[config.mk]
export PLATFORM = sky130hd
export DESIGN_NAME = actp_step
export DESIGN_NICKNAME = d
export VERILOG_FILES = /design/src/rtl/core/actp_pkg.sv /design/src/rtl/core/actp_step.sv
export SDC_FILE = /design/constraint.sdc
export NUM_CORES = 1
export LEC_CHECK = 0
export ABC_AREA = 1
export BUFFER_PORTS_ARGS = -buffer_cell sky130_fd_sc_hd__buf_2
export CAP_MARGIN = 20
export CORE_ASPECT_RATIO = 1.25
export CORE_MARGIN = 1.5
export CORE_UTILIZATION = 36
export DETAILED_ROUTE_END_ITERATION = 6
export SLEW_MARGIN = 40
export SYNTH_ARGS = -nofsm -noshare
export SYNTH_HDL_FRONTEND = slang
export SYNTH_SLANG_ARGS = --single-unit
[constraint.sdc]
create_clock -name vclk -period 8.8
set_clock_uncertainty 0.2 [all_clocks]
set_input_delay 0.88 -clock vclk [all_inputs]
set_output_delay 0.88 -clock vclk [all_outputs]
set_load 0.01 [all_outputs]
[src/rtl/core/actp_pkg.sv]
// ----------------------------------------------------------------------------
// actp_pkg
// Shared types, codes and helper functions for the ANSI colour text placer.
// ----------------------------------------------------------------------------
package actp_pkg;

    localparam int BYTE_W     = 8;
    localparam int ROW_LIMIT  = 4096;
    localparam int ROW_W      = $clog2(ROW_LIMIT);
    localparam int ROW_OUT_W  = 12;
    localparam int COL_W      = 8;
    localparam int COLOR_W    = 3;
    localparam int ARG_W      = 8;
    localparam int ARG_SUM_W  = 12;

    localparam logic [COL_W-1:0] LINE_WIDTH_RESET = 8'd200;

    // Parser modes
    localparam logic [1:0] MODE_TEXT = 2'd0;
    localparam logic [1:0] MODE_ESC  = 2'd1;
    localparam logic [1:0] MODE_SGR  = 2'd2;
    localparam logic [1:0] MODE_SKIP = 2'd3;

    // Byte codes
    localparam logic [BYTE_W-1:0] CH_NUL    = 8'h00;
    localparam logic [BYTE_W-1:0] CH_LF     = 8'h0A;
    localparam logic [BYTE_W-1:0] CH_CR     = 8'h0D;
    localparam logic [BYTE_W-1:0] CH_ESC    = 8'h1B;
    localparam logic [BYTE_W-1:0] CH_SPACE  = 8'h20;
    localparam logic [BYTE_W-1:0] CH_ZERO   = 8'h30;
    localparam logic [BYTE_W-1:0] CH_NINE   = 8'h39;
    localparam logic [BYTE_W-1:0] CH_SEMI   = 8'h3B;
    localparam logic [BYTE_W-1:0] CH_FINAL  = 8'h40;
    localparam logic [BYTE_W-1:0] CH_LBRACK = 8'h5B;
    localparam logic [BYTE_W-1:0] CH_SGR_M  = 8'h6D;
    localparam logic [BYTE_W-1:0] CH_TILDE  = 8'h7E;

    // SGR argument codes
    localparam logic [ARG_W-1:0] SGR_RESET     = 8'd0;
    localparam logic [ARG_W-1:0] SGR_FG_FIRST  = 8'd31;
    localparam logic [ARG_W-1:0] SGR_FG_LAST   = 8'd36;
    localparam logic [ARG_W-1:0] SGR_FG_OFFSET = 8'd30;
    localparam logic [ARG_W-1:0] ARG_MAX       = 8'd255;

    localparam logic [COLOR_W-1:0] COLOR_WHITE = 3'd0;

    typedef struct packed {
        logic [BYTE_W-1:0] stream_byte;
        logic              restart;
    } t_in_item;

    typedef struct packed {
        logic [BYTE_W-1:0]    glyph;
        logic [ROW_OUT_W-1:0] cell_row;
        logic [COL_W-1:0]     cell_column;
        logic [COLOR_W-1:0]   glyph_color;
    } t_result;

    typedef struct packed {
        logic [1:0]         mode;
        logic [ARG_W-1:0]   arg_value;
        logic               arg_seen;
        logic [COLOR_W-1:0] pending_color;
        logic [COLOR_W-1:0] text_color;
        logic [ROW_W-1:0]   row;
        logic [COL_W-1:0]   column;
    } t_state;

    localparam t_state STATE_RESET = '{
        mode:          MODE_TEXT,
        arg_value:     '0,
        arg_seen:      1'b0,
        pending_color: COLOR_WHITE,
        text_color:    COLOR_WHITE,
        row:           '0,
        column:        '0
    };

    function automatic logic [ROW_W-1:0] row_advance(input logic [ROW_W-1:0] row);
        logic [ROW_W-1:0] res;
        if (row == ROW_W'(ROW_LIMIT - 1)) begin
            res = '0;
        end else begin
            res = row + 1'b1;
        end
        return res;
    endfunction

    // Close an SGR argument: 0 selects white, 31..36 select a colour.
    function automatic logic [COLOR_W-1:0] close_arg(input logic [ARG_W-1:0]   value,
                                                     input logic               seen,
                                                     input logic [COLOR_W-1:0] pending);
        logic [COLOR_W-1:0] res;
        res = pending;
        if (seen) begin
            if (value == SGR_RESET) begin
                res = COLOR_WHITE;
            end else if (value >= SGR_FG_FIRST && value <= SGR_FG_LAST) begin
                res = COLOR_W'(value - SGR_FG_OFFSET);
            end
        end
        return res;
    endfunction

    // Append one decimal digit, saturating at the argument maximum.
    function automatic logic [ARG_W-1:0] arg_append(input logic [ARG_W-1:0]  value,
                                                    input logic [BYTE_W-1:0] digit);
        logic [ARG_SUM_W-1:0] sum;
        sum = (ARG_SUM_W'({value, 3'b000}) + ARG_SUM_W'({value, 1'b0}))
              + ARG_SUM_W'(digit - CH_ZERO);
        return (sum > ARG_SUM_W'(ARG_MAX)) ? ARG_MAX : sum[ARG_W-1:0];
    endfunction

endpackage

[src/rtl/core/actp_step.sv]
// ----------------------------------------------------------------------------
// actp_step
// Next-state logic for one byte: escape parsing, colour and cell placement.
// ----------------------------------------------------------------------------
module actp_step
    import actp_pkg::*;
(
    input  t_state            i_state,
    input  t_in_item          i_item,
    input  logic [COL_W-1:0]  i_line_width,
    output t_state            o_state,
    output logic              o_emit,
    output t_result           o_result
);

    t_state            w_cur;
    t_state            w_nxt;
    logic              w_text;
    logic              w_emit;
    logic [BYTE_W-1:0] w_b;

    assign w_b   = i_item.stream_byte;
    assign w_cur = i_item.restart ? STATE_RESET : i_state;

    always_comb begin
        w_nxt  = w_cur;
        w_text = 1'b0;
        w_emit = 1'b0;

        case (w_cur.mode)
            MODE_ESC: begin
                if (w_b == CH_LBRACK) begin
                    w_nxt.mode          = MODE_SGR;
                    w_nxt.arg_value     = '0;
                    w_nxt.arg_seen      = 1'b0;
                    w_nxt.pending_color = w_cur.text_color;
                end else begin
                    w_nxt.mode = MODE_TEXT;
                    w_text     = 1'b1;
                end
            end
            MODE_SGR, MODE_SKIP: begin
                if (w_b < CH_SPACE || w_b > CH_TILDE) begin
                    // abort the sequence, treat the byte as text
                    w_nxt.mode      = MODE_TEXT;
                    w_nxt.arg_value = '0;
                    w_nxt.arg_seen  = 1'b0;
                    w_text          = 1'b1;
                end else if (w_b >= CH_FINAL) begin
                    if (w_cur.mode == MODE_SGR && w_b == CH_SGR_M) begin
                        w_nxt.text_color = close_arg(w_cur.arg_value, w_cur.arg_seen,
                                                     w_cur.pending_color);
                        w_nxt.pending_color = w_nxt.text_color;
                    end
                    w_nxt.mode      = MODE_TEXT;
                    w_nxt.arg_value = '0;
                    w_nxt.arg_seen  = 1'b0;
                end else if (w_cur.mode == MODE_SGR) begin
                    if (w_b inside {[CH_ZERO:CH_NINE]}) begin
                        w_nxt.arg_value = arg_append(w_cur.arg_value, w_b);
                        w_nxt.arg_seen  = 1'b1;
                    end else if (w_b == CH_SEMI) begin
                        w_nxt.pending_color = close_arg(w_cur.arg_value, w_cur.arg_seen,
                                                        w_cur.pending_color);
                        w_nxt.arg_value     = '0;
                        w_nxt.arg_seen      = 1'b0;
                    end else begin
                        w_nxt.mode = MODE_SKIP;
                    end
                end
            end
            default: begin
                w_text = 1'b1;
            end
        endcase

        o_result.glyph       = w_b;
        o_result.cell_row    = ROW_OUT_W'(w_nxt.row);
        o_result.cell_column = w_nxt.column;
        o_result.glyph_color = w_nxt.text_color;

        if (w_text) begin
            if (w_b == CH_CR) begin
                // ignore carriage return
            end else if (w_b == CH_LF || w_b == CH_NUL) begin
                w_nxt.row    = row_advance(w_nxt.row);
                w_nxt.column = '0;
            end else if (w_b == CH_ESC) begin
                w_nxt.mode = MODE_ESC;
            end else begin
                if (w_nxt.column >= i_line_width) begin
                    w_nxt.row    = row_advance(w_nxt.row);
                    w_nxt.column = '0;
                end
                o_result.cell_row    = ROW_OUT_W'(w_nxt.row);
                o_result.cell_column = w_nxt.column;
                w_emit               = 1'b1;
                w_nxt.column         = w_nxt.column + 1'b1;
            end
        end
    end

    assign o_state = w_nxt;
    assign o_emit  = w_emit;

endmodule

Word-level counts from Yosys, hierarchy flattened

Index checks and enable logic that the tools add are counted.

Word-level logic and storage cells: 78
Flip-flop bits (word level): 0
Bits of input ports: 54
Output and inout port bits: 69

$add $sub $neg: 6
Muxes and demuxes: 45
$lt $le $gt $ge: 9
Equality and inequality tests: 10
Reductions and logical operators: 8

Operators by type and width:

| operator                                                          | count |
|---|---|
| 2-to-1 mux 20 bit                                                 | 13 |
| 2-to-1 mux 37 bit                                                 | 1 |
| 2-to-1 mux 12 bit                                                 | 3 |
| 2-to-1 mux 14 bit                                                 | 2 |
| one-hot mux 14 bit (2 select lines)                               | 1 |
| 2-to-1 mux 3 bit                                                  | 6 |
| == test 8 x 4 -> 1 bit, second input constant                     | 2 |
| == test 8 x 7 -> 1 bit, second input constant                     | 2 |
| <= comparator 8 x 6 -> 1 bit, second input constant               | 2 |
| zero test 8 bit                                                   | 2 |
| 2-to-1 mux 2 bit                                                  | 7 |
| adder 11 x 9 -> 12 bit                                            | 1 |
| adder 12 x 1 -> 12 bit, second input constant                     | 1 |
| adder 12 bit                                                      | 1 |
| == test 12 bit, second input constant                             | 1 |
| greater-than comparator 12 x 8 -> 1 bit, second input constant    | 1 |
| 2-to-1 mux 6 bit                                                  | 2 |
| 2-to-1 mux 11 bit                                                 | 1 |
| 2-to-1 mux 9 bit                                                  | 1 |
| subtractor 8 x 6 -> 9 bit, second input constant                  | 1 |
| adder 8 x 1 -> 8 bit, second input constant                       | 1 |
| == test 8 x 5 -> 1 bit, second input constant                     | 1 |
| == test 8 x 6 -> 1 bit, second input constant                     | 1 |
| greater-or-equal comparator 8 x 5 -> 1 bit, second input constant | 1 |
| 14 further kinds                                                  | 23 |

Depth between registers and ports, before layout

Word-level depth: 16
Gate-level depth with buffers: 21
Gate-level depth less buffers: 21

Worst setup path after synthesis

Ideal clock, no wire load.

Path type: input to output
Start point: input i_item[0] (netlist name)
End point: output o_state[31] (netlist name)
Stages on the path: 18
Path buffers: 3
Slack: 4.151 ns
Required time: 7.720 ns
Data arrival time: 3.569 ns
Cell sequence: inv_2 buf_6 buf_6 buf_2 nand2_1 fa_1 inv_1 ha_1 nand2_1 or2_2 nand4_1 nand2_1 nor2_1 nand4_1 nand2_1 nand2_1 nand2_1 nand3_1

RTL lines:

| element     | RTL line        | text |
|---|---|---|
| from (decl) | actp_step.sv:9  | `input t_in_item i_item,` |
| to (decl)   | actp_step.sv:11 | `output t_state o_state,` |

==> flow_metrics.tcl <==
set metrics [dict create \
    outcome "complete, no violations" \
    synth-seq-area-share 0 \
    post_synth_fa_ha_maj_area_fraction 0.1323 \
    synth_area_leaders "nand2_1, inv_1, ha_1, nand3_1, nor2_1" \
    globalplace.congestion 0.9218 \
    drt-vias-per-instance 5.223 \
    timing.setup.critical_path_class "in -> out" \
    first_global_vias 4391 \
    synth_top_area_cell "nand2_1" \
    hp-class "in -> out" \
    finalSetupViolations 0 \
    cts_setup_buffers 0 \
    sequentialPowerShare 0 \
    global_route_wire_length_before_repair_um 20000 \
    switchingPower_mw 0.1660 \
    timing.critical_path.from_type "primary input" \
    relSlewSlack 0.6078 \
    die_width_um 92.61 \
    ys.warnings.count 0 \
    drt_wl_total_um 12600 \
    seqCellArea_um2 0 \
    setup_total_negative_slack_ns 0 \
    timing.fmax_mhz 176.6 \
    setup.worst_path.end_class "output port" \
    wire_per_inst_um 13.93 \
    overflow_left_after_global_routing 0 \
    final_cell_mix "nand2_1, buf_2, inv_1" \
    fin_nets 868 \
    pin_count_of_the_biggest_net_entering_global_routing 33 \
    floorplan.die_area_um2 10650 \
    rsz0062_at_grt "false" \
    worst_pin_slew_ns 0.5874 \
    initialDrtViolationCount 222 \
    pin_count 123 \
    report.power.total_mw 0.2566 \
    leakage_nw 2.542 \
    postLayoutCoreUtil 0.4332 \
    simple_logic_cell_fraction_of_the_synthesized_area 0.4934 \
    die_h_um 115.0 \
    area.growth.synth_to_final_pct 16.41 \
    hold_buffers 0 \
    maximum_fanout_along_the_worst_path 32 \
    yosys-mux-area-fraction 0 \
    footprint_of_the_multi_input_gates_um2 2969 \
    detail_route.first_pass.iterations 4 \
    grt_antenna_before_repair 0 \
    clock_power_share 0 \
    syn_area_um2 3613 \
    route.detailed.drc 0 \
    fillCellCount 1118 \
    min_period_over_period 0.6433 \
    placeableCoreArea_um2 9709 \
    count_of_final_max_slew_check_failures 0 \
    share_of_post_route_cells_with_drive_strength_above_1 0.2211 \
    synth_top_family_by_area "simple AND/OR/NAND/NOR gates" \
    detailroute.via_count 4722 \
    critPathArrivalTime_ns 4.58 \
    fin_worst_hold_slack_ns 1.786 \
    sw_frac_of_total 0.6472 \
    p_int_mw 0.09050 \
    final_period_minus_worst_setup_slack_ns 5.661 \
    rows 40 \
    cts-resized-gates 0 \
    drt.antenna.violating_nets 0 \
    post_synth_inst_count 679 \
    drv_cap 0 \
    antenna_cells_inserted 0 \
    complex_gate_fraction_of_the_synthesized_area 0.1711 \
    critical_path_rt_ns 7.72 \
    floorplan.initialDensity 0.3722 \
    synth_area_in_xor_xnor 0.02424 \
    synthDominantCellAreaShare 0.2078 \
    postLayoutSetupSlackWorst_ns 3.139 \
    pwr_density_cell_nw_per_um2 60.99 \
    hpwlAfterDp_um 10460 \
    layout_commonest_cell "nand2_1" \
    aggregate_global_route_resource_usage 0.2273 \
    yosys.cell_types.count 43 \
    placement.io_buffers 123 \
    dp_slack_ns 3.200 \
    hold_viol 0 \
    postSynthAreaPerCell_um2 5.322 \
    vdd_ir_drop_max_mv 0.03822 \
    comb_power_share 1.000 \
    clock_buffer_count 0 \
    sequential_cell_total 0 \
    syn-num-nets 767 \
]
==> power by group through the flow <==
stage	clock network [mW]	registers (mW)	logic, mW
after CTS	0	0	0.256
after global routing	0	0	0.287
final	0	0	0.257
after floorplan	0	0	0.177
after global placement	0	0	0.253
after detailed placement	0	0	0.255
==> worst paths after layout <==
check | startpoint | endpoint | slack [ns] | cells past startpoint
worst max-delay path | i_item[0] | o_state[32] | 3.14 | 19
worst min-delay path | i_item[1] | o_result[23] | 1.79 | 2
==> final cells by class <==
class,count,share of cell area
Timing Repair Buffer,123,0.1463
Inverter,123,0.1104
Multi-Input combinational cell,532,0.7058
Tap cell,126,0.03748
==> cells in the mapped netlist (3+ instances only) <==
| cell type | n |
|---|---|
| nand4_1 | 21 |
| o21ai_0 | 36 |
| nor2_1 | 58 |
| a21oi_1 | 30 |
| o21ai_1 | 7 |
| xnor2_1 | 3 |
| ha_1 | 27 |
| fa_1 | 7 |
| nor3_1 | 7 |
| buf_6 | 6 |
| o211ai_1 | 10 |
| nand2_2 | 7 |
| buf_4 | 12 |
| xor2_1 | 7 |
| inv_1 | 109 |
| inv_2 | 13 |
| nand2_4 | 5 |
| clkbuf_1 | 4 |
| nor2_4 | 6 |
| o22ai_1 | 8 |
| nand2_1 | 200 |
| nand3_1 | 67 |
==> stage by stage <==
stage	instances	area, µm²
floorplan	679	3613
finish	904	4207
global placement	904	4204
global route	904	4207
CTS	904	4207
detailed placement	904	4207
==> routing by layer <==
metal  part of all wire  global-route usage  vias up  routed length (µm)
met2               0.50              0.4441      190                6286
met3              0.060            0.009259       27                 759
li1                   -                   -     2392                   -
met1               0.42              0.2673     2113                5246
met5                  0                   0        -                   0
met4              0.024             0.06162        0                 303
==> critical path: stages <==
cell	delay, ns
buf_2	0.22
inv_2	0.48
nand2_1	0.30
inv_1	0.24
fa_1	0.45
ha_1	0.39
a21oi_1	0.20
nand2_1	0.12
nand3_1	0.11
nand2_1	0.06
nand2_1	0.06
nand2_1	0.05
nor2_1	0.41
nand4_1	0.15
nand2_1	0.11
nand2_1	0.06
nand2_1	0.05
nand3_1	0.07
buf_2	0.14
==> kinds of logic (layout without fill, tap and decap cells) <==
family	count (synthesis)	in the layout
AND/OR/NAND/NOR	384	384
adder cells (fa/ha/maj)	34	34
buffers and inverters	147	246
AO/OA/AOI/OAI	104	104
XOR/XNOR	10	10
(Power assumes the default switching activity.)
